[config.mk]
export PLATFORM = sky130hd
export DESIGN_NAME = odometry_rotate_accumulate_unit
export DESIGN_NICKNAME = d
export VERILOG_FILES = /design/src/ora_pkg.sv /design/src/ora_ctrl.sv /design/src/ora_dp.sv /design/src/odometry_rotate_accumulate_unit.sv
export SDC_FILE = /design/constraint.sdc
export NUM_CORES = 2
export LEC_CHECK = 0
export CAP_MARGIN = 0
export CORE_MARGIN = 8
export CORE_UTILIZATION = 65
export CTS_CLUSTER_SIZE = 20
export DETAILED_ROUTE_END_ITERATION = 8
export DONT_BUFFER_PORTS = 1
export PLACE_DENSITY = 0.78
export RECOVER_POWER = 25
export SYNTH_ARGS = -nofsm -noshare
export SYNTH_HDL_FRONTEND = slang
export SYNTH_SLANG_ARGS = --single-unit
[constraint.sdc]
create_clock -name clk -period 16.6 [get_ports clk]
set_clock_uncertainty 0.05 [all_clocks]
set_input_delay 3.32 -clock clk [delete_from_list [all_inputs] [get_ports clk]]
set_output_delay 3.32 -clock clk [all_outputs]
set_load 0.01 [all_outputs]
[src/ora_pkg.sv]
// Shared types, constants and tables for the odometry rotate/accumulate unit.
package ora_pkg;

  localparam int ANGLE_BITS_DEF = 16;
  localparam int ACC_BITS_DEF   = 48;

  localparam int CORDIC_STEPS = 20;
  localparam int MUL_STEPS    = 6;
  localparam int STEP_W       = $clog2(CORDIC_STEPS);

  // Multiply/accumulate sequence steps
  localparam logic [STEP_W-1:0] MS_DL_COS = STEP_W'(0);
  localparam logic [STEP_W-1:0] MS_DF_SIN = STEP_W'(1);
  localparam logic [STEP_W-1:0] MS_DF_COS = STEP_W'(2);
  localparam logic [STEP_W-1:0] MS_DL_SIN = STEP_W'(3);
  localparam logic [STEP_W-1:0] MS_FWD    = STEP_W'(4);
  localparam logic [STEP_W-1:0] MS_ACC_F  = STEP_W'(5);

  localparam logic OP_HEADING = 1'b0;
  localparam logic OP_ENCODER = 1'b1;

  typedef struct packed {
    logic               operation;
    logic signed [15:0] yaw_angle;
    logic signed [31:0] enc_left_um;
    logic signed [31:0] enc_forward_um;
  } in_req_t;

  typedef struct packed {
    logic signed [47:0] pos_left_um;
    logic signed [47:0] pos_forward_um;
  } out_rsp_t;

  typedef enum logic [2:0] {
    ST_IDLE,
    ST_CORDIC,
    ST_FIX,
    ST_MUL,
    ST_DONE
  } state_t;

  typedef struct packed {
    logic              start;
    logic              is_enc;
    logic              cordic_en;
    logic              fix_en;
    logic              mul_en;
    logic [STEP_W-1:0] step;
    logic              out_load;
  } cmd_t;

  // atan(2^-i), 2^32 per turn
  function automatic logic [31:0] cordic_atan(input logic [STEP_W-1:0] idx);
    logic [31:0] v;
    case (idx)
      5'd0:  v = 32'h20000000;
      5'd1:  v = 32'h12E4051E;
      5'd2:  v = 32'h09FB385B;
      5'd3:  v = 32'h051111D4;
      5'd4:  v = 32'h028B0D43;
      5'd5:  v = 32'h0145D7E1;
      5'd6:  v = 32'h00A2F61E;
      5'd7:  v = 32'h00517C55;
      5'd8:  v = 32'h0028BE53;
      5'd9:  v = 32'h00145F2F;
      5'd10: v = 32'h000A2F98;
      5'd11: v = 32'h000517CC;
      5'd12: v = 32'h00028BE6;
      5'd13: v = 32'h000145F3;
      5'd14: v = 32'h0000A2FA;
      5'd15: v = 32'h0000517D;
      5'd16: v = 32'h000028BE;
      5'd17: v = 32'h0000145F;
      5'd18: v = 32'h00000A30;
      5'd19: v = 32'h00000518;
      default: v = 32'h0;
    endcase
    return v;
  endfunction

endpackage

[src/ora_ctrl.sv]
// Sequencer for the odometry unit: handshakes, CORDIC and multiply step counts.
module ora_ctrl
  import ora_pkg::*;
(
  input  logic clk,
  input  logic rst_n,
  input  logic in_valid,
  output logic in_ready,
  input  logic in_op,
  output logic out_valid,
  input  logic out_ready,
  output cmd_t cmd
);

  state_t            state_r, state_nxt;
  logic [STEP_W-1:0] step_r, step_nxt;
  logic              out_valid_r, out_valid_nxt;
  logic              accept;
  logic              out_free;

  assign accept   = in_valid && in_ready;
  assign out_free = !out_valid_r || out_ready;

  // next state
  always_comb begin
    state_nxt = state_r;
    step_nxt  = step_r;
    case (state_r)
      ST_IDLE: begin
        step_nxt = '0;
        if (accept) begin
          state_nxt = (in_op == OP_ENCODER) ? ST_CORDIC : ST_DONE;
        end
      end
      ST_CORDIC: begin
        if (step_r == STEP_W'(CORDIC_STEPS - 1)) begin
          step_nxt  = '0;
          state_nxt = ST_FIX;
        end else begin
          step_nxt = step_r + 1'b1;
        end
      end
      ST_FIX: begin
        state_nxt = ST_MUL;
      end
      ST_MUL: begin
        if (step_r == STEP_W'(MUL_STEPS - 1)) begin
          step_nxt  = '0;
          state_nxt = ST_DONE;
        end else begin
          step_nxt = step_r + 1'b1;
        end
      end
      ST_DONE: begin
        if (out_free) begin
          state_nxt = ST_IDLE;
        end
      end
      default: begin
        state_nxt = ST_IDLE;
        step_nxt  = '0;
      end
    endcase
  end

  // outputs
  always_comb begin
    in_ready      = 1'b0;
    cmd           = '0;
    cmd.step      = step_r;
    cmd.is_enc    = in_op;
    case (state_r)
      ST_IDLE:   in_ready = 1'b1;
      ST_CORDIC: cmd.cordic_en = 1'b1;
      ST_FIX:    cmd.fix_en = 1'b1;
      ST_MUL:    cmd.mul_en = 1'b1;
      ST_DONE:   cmd.out_load = out_free;
      default:   in_ready = 1'b0;
    endcase
    cmd.start = in_valid && in_ready;
  end

  always_comb begin
    out_valid_nxt = out_valid_r;
    if (cmd.out_load) begin
      out_valid_nxt = 1'b1;
    end else if (out_ready) begin
      out_valid_nxt = 1'b0;
    end
  end

  assign out_valid = out_valid_r;

  always_ff @(posedge clk) begin
    if (!rst_n) begin
      state_r     <= ST_IDLE;
      step_r      <= '0;
      out_valid_r <= 1'b0;
    end else begin
      state_r     <= state_nxt;
      step_r      <= step_nxt;
      out_valid_r <= out_valid_nxt;
    end
  end

endmodule

[src/ora_dp.sv]
// Datapath: heading/encoder state, iterative CORDIC, shared multiplier, accumulators.
module ora_dp
  import ora_pkg::*;
#(
  parameter int ANGLE_BITS = ANGLE_BITS_DEF,
  parameter int ACC_BITS   = ACC_BITS_DEF
) (
  input  logic     clk,
  input  logic     rst_n,
  input  cmd_t     cmd,
  input  in_req_t  in_data,
  output out_rsp_t out_data
);

  localparam int CW     = 34;  // CORDIC x/y/z width
  localparam int PROD_W = 49;
  localparam int SUM_W  = 50;
  localparam int TERM_W = SUM_W - 15;
  localparam logic signed [CW-1:0]    X_INIT = CW'(652032874);
  localparam logic signed [SUM_W-1:0] RND    = SUM_W'(16384);

  function automatic logic signed [15:0] q15_round(input logic signed [CW-1:0] v);
    logic signed [CW:0] t;
    logic signed [CW-15:0] r;
    t = (CW+1)'(v) + (CW+1)'(16384);
    r = (CW-14)'(t >>> 15);
    if (r > (CW-14)'(32767)) begin
      return 16'sh7FFF;
    end else if (r < -(CW-14)'(32768)) begin
      return 16'sh8000;
    end else begin
      return r[15:0];
    end
  endfunction

  logic [ANGLE_BITS-1:0]      heading_r;
  logic signed [31:0]         last_l_r, last_f_r;
  logic signed [32:0]         dl_r, df_r;
  logic signed [CW-1:0]       x_r, y_r, z_r;
  logic                       flip_r;
  logic signed [15:0]         c_r, s_r;
  logic signed [PROD_W-1:0]   prod_r;
  logic signed [SUM_W-1:0]    sum_r;
  logic signed [ACC_BITS-1:0] acc_l_r, acc_f_r;
  out_rsp_t                   out_r;

  logic [31:0]          yaw_ext;
  logic [31:0]          ang0, ang1;
  logic                 flip0;
  logic signed [CW-1:0] xs, ys, at, xf, yf;
  logic signed [32:0]   mul_a;
  logic signed [15:0]   mul_b;
  logic signed [TERM_W-1:0] term;
  logic [63:0]          term64, out_l64, out_f64;

  assign yaw_ext = {in_data.yaw_angle, 16'h0000};
  assign ang0    = {heading_r, {(32 - ANGLE_BITS){1'b0}}};
  assign flip0   = ang0[31] ^ ang0[30];
  assign ang1    = flip0 ? {~ang0[31], ang0[30:0]} : ang0;

  assign xs = x_r >>> cmd.step;
  assign ys = y_r >>> cmd.step;
  assign at = signed'({2'b00, cordic_atan(cmd.step)});
  assign xf = flip_r ? -x_r : x_r;
  assign yf = flip_r ? -y_r : y_r;

  always_comb begin
    case (cmd.step)
      MS_DF_SIN: begin mul_a = df_r; mul_b = s_r; end
      MS_DF_COS: begin mul_a = df_r; mul_b = c_r; end
      MS_DL_SIN: begin mul_a = dl_r; mul_b = s_r; end
      default:   begin mul_a = dl_r; mul_b = c_r; end
    endcase
  end

  assign term   = TERM_W'(sum_r >>> 15);
  assign term64 = 64'(term);

  // architectural state
  always_ff @(posedge clk) begin
    if (!rst_n) begin
      heading_r <= '0;
      last_l_r  <= '0;
      last_f_r  <= '0;
      acc_l_r   <= '0;
      acc_f_r   <= '0;
    end else begin
      if (cmd.start && cmd.is_enc == OP_HEADING) begin
        heading_r <= yaw_ext[31 -: ANGLE_BITS];
      end
      if (cmd.start && cmd.is_enc == OP_ENCODER) begin
        last_l_r <= in_data.enc_left_um;
        last_f_r <= in_data.enc_forward_um;
      end
      if (cmd.mul_en && cmd.step == MS_DL_SIN) begin
        acc_l_r <= acc_l_r + term64[ACC_BITS-1:0];
      end
      if (cmd.mul_en && cmd.step == MS_ACC_F) begin
        acc_f_r <= acc_f_r + term64[ACC_BITS-1:0];
      end
    end
  end

  // working registers
  always_ff @(posedge clk) begin
    if (cmd.start) begin
      dl_r   <= 33'(in_data.enc_left_um) - 33'(last_l_r);
      df_r   <= 33'(in_data.enc_forward_um) - 33'(last_f_r);
      x_r    <= X_INIT;
      y_r    <= '0;
      z_r    <= CW'(signed'(ang1));
      flip_r <= flip0;
    end else if (cmd.cordic_en) begin
      if (z_r >= 0) begin
        x_r <= x_r - ys;
        y_r <= y_r + xs;
        z_r <= z_r - at;
      end else begin
        x_r <= x_r + ys;
        y_r <= y_r - xs;
        z_r <= z_r + at;
      end
    end
    if (cmd.fix_en) begin
      c_r <= q15_round(xf);
      s_r <= q15_round(yf);
    end
    if (cmd.mul_en) begin
      prod_r <= PROD_W'(mul_a) * PROD_W'(mul_b);
      case (cmd.step)
        MS_DF_SIN: sum_r <= SUM_W'(prod_r);
        MS_DF_COS: sum_r <= sum_r + SUM_W'(prod_r) + RND;
        MS_DL_SIN: sum_r <= SUM_W'(prod_r);
        MS_FWD:    sum_r <= sum_r - SUM_W'(prod_r) + RND;
        default:   sum_r <= sum_r;
      endcase
    end
  end

  assign out_l64 = 64'(acc_l_r);
  assign out_f64 = 64'(acc_f_r);

  always_ff @(posedge clk) begin
    if (cmd.out_load) begin
      out_r.pos_left_um    <= out_l64[47:0];
      out_r.pos_forward_um <= out_f64[47:0];
    end
  end

  assign out_data = out_r;

endmodule

[src/odometry_rotate_accumulate_unit.sv]
// Top level of the planar dead-reckoning odometry unit.
//
// Usage:
//   Input channel (in_valid/in_ready/in_data): one request per heading update
//   (operation 0, yaw_angle as a binary angle, 65536 per turn) or encoder
//   sample (operation 1, cumulative left/forward positions in um).
//   Result channel (out_valid/out_ready/out_data): one result per request with
//   the accumulated world-frame position in um, wrapping at ACC_BITS.
// Sequencing:
//   Heading request: no CORDIC or multiply steps; it goes straight to the
//   output load. Encoder request: 20 CORDIC iterations, a rounding step,
//   the multiply steps on the shared 33x16 multiplier and the output load.
//   The iterative CORDIC sets the rate: one request in flight, and a new
//   request is taken only once the last one has reached its output load.
// Reset (rst_n low, synchronous): heading, last encoder positions and both
//   accumulators clear to zero; no result pending.
// Stall: a finished result sits in the output register; a new request is
//   still accepted and computed, and waits before loading until the pending
//   result has been taken.
module odometry_rotate_accumulate_unit
  import ora_pkg::*;
#(
  parameter int ANGLE_BITS = ANGLE_BITS_DEF,
  parameter int ACC_BITS   = ACC_BITS_DEF
) (
  input  logic     clk,
  input  logic     rst_n,
  input  logic     in_valid,
  output logic     in_ready,
  input  in_req_t  in_data,
  output logic     out_valid,
  input  logic     out_ready,
  output out_rsp_t out_data
);

  cmd_t cmd;

  // sequencer: handshakes and step counting
  ora_ctrl u_ctrl (
    .clk       (clk),
    .rst_n     (rst_n),
    .in_valid  (in_valid),
    .in_ready  (in_ready),
    .in_op     (in_data.operation),
    .out_valid (out_valid),
    .out_ready (out_ready),
    .cmd       (cmd)
  );

  // state, CORDIC, multiply/accumulate and output register
  ora_dp #(
    .ANGLE_BITS (ANGLE_BITS),
    .ACC_BITS   (ACC_BITS)
  ) u_dp (
    .clk      (clk),
    .rst_n    (rst_n),
    .cmd      (cmd),
    .in_data  (in_data),
    .out_data (out_data)
  );

endmodule

# == Yosys cells after proc, flatten, opt, wreduce, memory -nomap -nowiden ==
# Memory sizes are Yosys's and may differ from the RTL's. A register that Yosys moved wholly into a read port is not among the register bits.
# Cells that the tools add are included.
# word_totals
wordCells,112
output_inout_bits,98
n_memories,1
inputBits,85
romBits,960
ff_bits,581
# memory_table
name,words,word_bits,read_ports,rd_clocked_by_memory_dff,wr,line_no,source
(name not given),32,30,1,1,0,ora_pkg.sv:55,case (idx)
# op_classes
reduce_logical,16
n_addsub,19
multipliers,1
shifts,2
order_cmp,5
n_bitwise,3
eq_ne,14
n_mux,31
# op_table
operator,n
34-bit 2-to-1 mux,7
50-bit case mux with 3 select lines,1
50-bit by 16-bit adder with 50-bit output (second input constant),2
48-bit adder,2
34-bit by 16-bit adder with 35-bit output (second input constant),2
34-bit adder,2
34-bit negation,2
34-bit by 5-bit >>> shifter with 34-bit output,2
34-bit subtractor,2
32-bit by 32-bit subtractor with 33-bit output,2
50-bit by 49-bit adder with 50-bit output,1
50-bit by 49-bit subtractor with 50-bit output,1
33-bit by 16-bit multiplier with 49-bit output,1
16-bit 2-to-1 mux,3
20-bit by 16-bit greater-than comparator with 1-bit output (second input constant),2
20-bit by 16-bit < comparator with 1-bit output (second input constant),2
34-bit by 33-bit adder with 34-bit output,1
34-bit by 1-bit >= comparator with 1-bit output (second input constant),1
34-bit by 33-bit subtractor with 34-bit output,1
33-bit 2-to-1 mux,1
32-bit 2-to-1 mux,1
5-bit 2-to-1 mux,4
3-bit 2-to-1 mux,5
3-bit case mux with 5 select lines,1
other kinds (22),42

# == Longest topological paths before layout ==
# logic_depth
word_depth,5
ltp_mapped,38
ltp_nobuf,31

# == By module ==
# Synthesis repeated with hierarchy kept, for this count alone.
# hier_totals
hier_cells,7539
hier_area_um2,66053.4
# by_module_without_submodules
mod,area_per_inst_um2,seq_area_each_um2,instances,cells_each
ora_dp,65507.8,14734.1,1,7471
ora_ctrl,545.5,180.2,1,68

# == Worst setup path after synthesis ==
# No wires, ideal clock.
# synth_timing
kind,flip-flop to flip-flop
from,register u_ctrl.step_r[0]
to,"register u_dp.prod_r[47], data pin"
synth_period_minus_slack_ps,9012
required_ps,16285
path_slack_ps,7588
setup_ps,265
n_path_buf,8
arrival_time_ps,8697
stages_incl_launch_ff,38
path_cell_list,dfxtp_1 > buf_6 > buf_4 > buf_6 > inv_2 > buf_4 > buf_2 > ha_1 > nor2_1 > nor2_1 > buf_1 > buf_1 > mux2i_1 > nor2_1 > fa_1 > inv_1 > fa_1 > fa_1 > [... 2 more ...] > fa_1 > inv_1 > fa_1 > inv_1 > ha_1 > clkbuf_1 > a2111oi_0 > o21ai_0 > o21a_1 > a21boi_0 > o221ai_1 > a21oi_1 > o21ai_0 > nand2_1 > o21ai_0 > o21ai_0 > o21ai_0 > xor2_1
# synth_between
elab_chain_len,4
elab_cells_between_ends,8
classes_between,mul: 1; eq/ne: 3; mux: 2; reduce/logical: 2
# synth_lines
item,line_no,source
"start, declared",ora_ctrl.sv:16,"logic [STEP_W-1:0] step_r, step_nxt;"
"start signal, assigned",ora_ctrl.sv:101,step_r <= step_nxt;
5-bit by 1-bit == test with 1-bit output / 5-bit by 2-bit == test with 1-bit output (equally long branches),ora_dp.sv:68,case (cmd.step)
2-bit OR reduction (no source line),--,
33-bit 2-to-1 mux / 16-bit 2-to-1 mux (equally long branches),ora_dp.sv:68,
33-bit by 16-bit multiplier with 49-bit output (*),ora_dp.sv:129,prod_r <= PROD_W'(mul_a) * PROD_W'(mul_b);
"end signal, assigned",ora_dp.sv:129,
"end, declared",ora_dp.sv:42,logic signed [PROD_W-1:0] prod_r;
# Every way passes the cells marked *; elsewhere a longest branch is shown, timed or not.
# A chain may end at the register's enable or synchronous reset.

# == Final worst setup path ==
# layout_timing
from,register u_ctrl.step_r[1]
to,"register u_dp.prod_r[41], data pin"
# Same word-level chain as after synthesis.

==> impl_results.md <==
* Outcome: finished, violations left
* Violated checks: max-capacitance violations, max-slew violations
* Area Growth Syn to Fin at 5.35%
* Total core area at 0.103 mm2
* Net count reported at finish at 8,689
* CTS tree: done
* Final WS setup at 4.79 ns
* Utilization after layout at 68.7%
* Area leader, netlist: fa_1
* PostCTS Resize Cnt at 0
* Slew Viols, Final at 441
* Starting density of the core at 65.2%
* Yosys reg bits at 611
* Startpoint class of the critical path: flip-flop
* Clock root buffer: clkbuf_16
* Cell Area, Synth at 0.0671 mm2
* Ys async rst share at 0%
* Hold Buf Count CTS at 0
* Final hold violation count at 0
* Mapped Nets at 8,868
* Routability Congestion at 0.983
* Register area share after synthesis at 23.1%
* DRT Pass-1 Iters at 9
* Initial antenna violation count at 2
* Post-synth top area share at 15.2%
* Avg Synthesized Cell Area at 8.72 um2
* Diode count at 0
* Critical Path RT at 16.94 ns
* Minimum clock period at 11.81 ns
* Worst slew pin tran at 3.43 ns
* Ys Warns at 0
* Pre-CTS WS at 6.62 ns
* FP Rows at 118
* Clk Latency, worst-skew pair at 0.67 ns
* Share of layout cells above drive strength 1 at 5.89%
* CTS Sinks at 611
* Slew margin rel. at -129%
* Most common cell after layout, fill and taps aside: nand2_1
* Final Cycle Share at 71.1%
* CP max FO at 63
* Mapped Cells at 7,691
* Ys flop type: edfxtp_1
* Clock tree buffer depth at 3
* Hold crit path type: reg -> reg
* Residual DRC count at 0
* Post-DRT Antenna Nets at 0
* Max Fclk at 0.0847 GHz
* Setup crit end kind: flip-flop
* Final global-route overflow total at 0
* Via count at 56,700
* Count of final setup violators at 0
* H-tree Lvls at 3
* Critical path's largest stage delay at 2.33 ns
* Total Neg Setup Slack at 0 ns
* Global-route wire length before repair at 308 mm
* # port buffers at 0
* Most frequent cells in the layout: 942 x nand2_1, 882 x inv_1, 583 x ha_1
* Hpwl dp at 150 mm
* Worst-path clk slew at 0.07 ns
* TritonCTS Buffers at 73
* Die W at 337 um
* I/O pins at 183
* Via/cell ratio at 6.33
* CP max-delay cell: dfxtp_1
* Total die area at 0.114 mm2
* Top cells by area, synth: fa_1 15%, edfxtp_1 15%, ha_1 11%
* Max cap viols at 10
* Vias in the first global route at 55,900
* Starting DRT DRC Count at 5,178
* Largest net degree at the start of global routing at 94
* Yosys cell types at 95
* GRT Util Overall at 33.9%
* RSZ-0062 raised after global routing: false
* Post-synth EDFFs at 328
* Wire per inst at 22.1 um
* Critical path's top delay family: adder cells
* DRT Wirelength at 197 mm
* Setup Crit Path Kind: reg -> reg
* CP bufs+invs at 5
* Crit path DAT at 12.14 ns
* Die H at 337 um
* Post-CTS setup buffers at 0
[cells by family after synthesis]
kind of cell    synth area share [%]
xor+xnor                        6.45
compound gates                  17.0
mux                             5.69
simple gates                    14.8
flops                           23.1
buf+inv                         6.91
fa+ha+maj                       26.1
[flip-flops by register name, summed over array words and instances (netlist names), 32 cells and up]
name and count:
u_dp.out_data 96, u_dp.df_r 33, u_dp.acc_l_r 48, u_dp.sum_r 50, u_dp.z_r 34, u_dp.last_f_r 32
u_dp.dl_r 33, u_dp.acc_f_r 48, u_dp.y_r 34, u_dp.last_l_r 32, u_dp.prod_r 49, u_dp.x_r 34
[through the flow]
| stage | hold slack (ns) | instances | area, um2 |
|---|---|---|---|
| final | 0.402 | 8953 | 70700 |
| after global routing | 0.411 | 8953 | 70700 |
| after CTS | 0.404 | 8953 | 70700 |
| after detailed placement | 0.389 | 8817 | 68100 |
| after global placement | 0.380 | 8817 | 68100 |
| after floorplan | 0.367 | 7691 | 67100 |
[synth_stat cells, drive strengths merged (72+ instances only)]
master and n:
nand3 137, ha 583, nand2b 93, nor2b 72, mux4 74, a21o 210
clkbuf 256, dfxtp 283, nor3 91, nand2 944, o21ai 412, inv 889
edfxtp 328, mux2 98, a21oi 528, mux2i 104, fa 509, xnor2 286
nor2 586, xor2 208
[final cells by class]
cell class	instances	area (um2)
clock buffer	92	2020
multi-input combinational	5872	47000
timing repair buffer	62	435
fill	8289	32200
inverter	892	3360
tap	1380	1730
clock inverter	44	567
sequential	611	15500
[routing by layer]
metal / wire [um] / GRT usage [%]
met5: 13 / 0
met4: 8460 / 12.8
met3: 19100 / 7.40
met2: 89000 / 54.5
met1: 80900 / 44.9
[worst paths after layout]
| path | depth (start not counted) | slack (ns) | to | from |
|---|---|---|---|---|
| max | 26 | 4.79 | u_dp.prod_r[41]$_DFFE_PN_ | u_ctrl.step_r[1]$_SDFFE_PN0N_ |
| min | 0 | 0.40 | u_dp.out_data[47]$_DFFE_PP_ | u_dp.acc_f_r[47]$_SDFFE_PN0P_ |
| min reg2reg | 0 | 0.40 | u_dp.out_data[47]$_DFFE_PP_ | u_dp.acc_f_r[47]$_SDFFE_PN0P_ |
| max reg2reg | 26 | 4.79 | u_dp.prod_r[41]$_DFFE_PN_ | u_ctrl.step_r[1]$_SDFFE_PN0N_ |
Power is left out: the tool's default activity adds up to more than one toggle a clock period on the data nets, which glitch-free logic cannot reach.
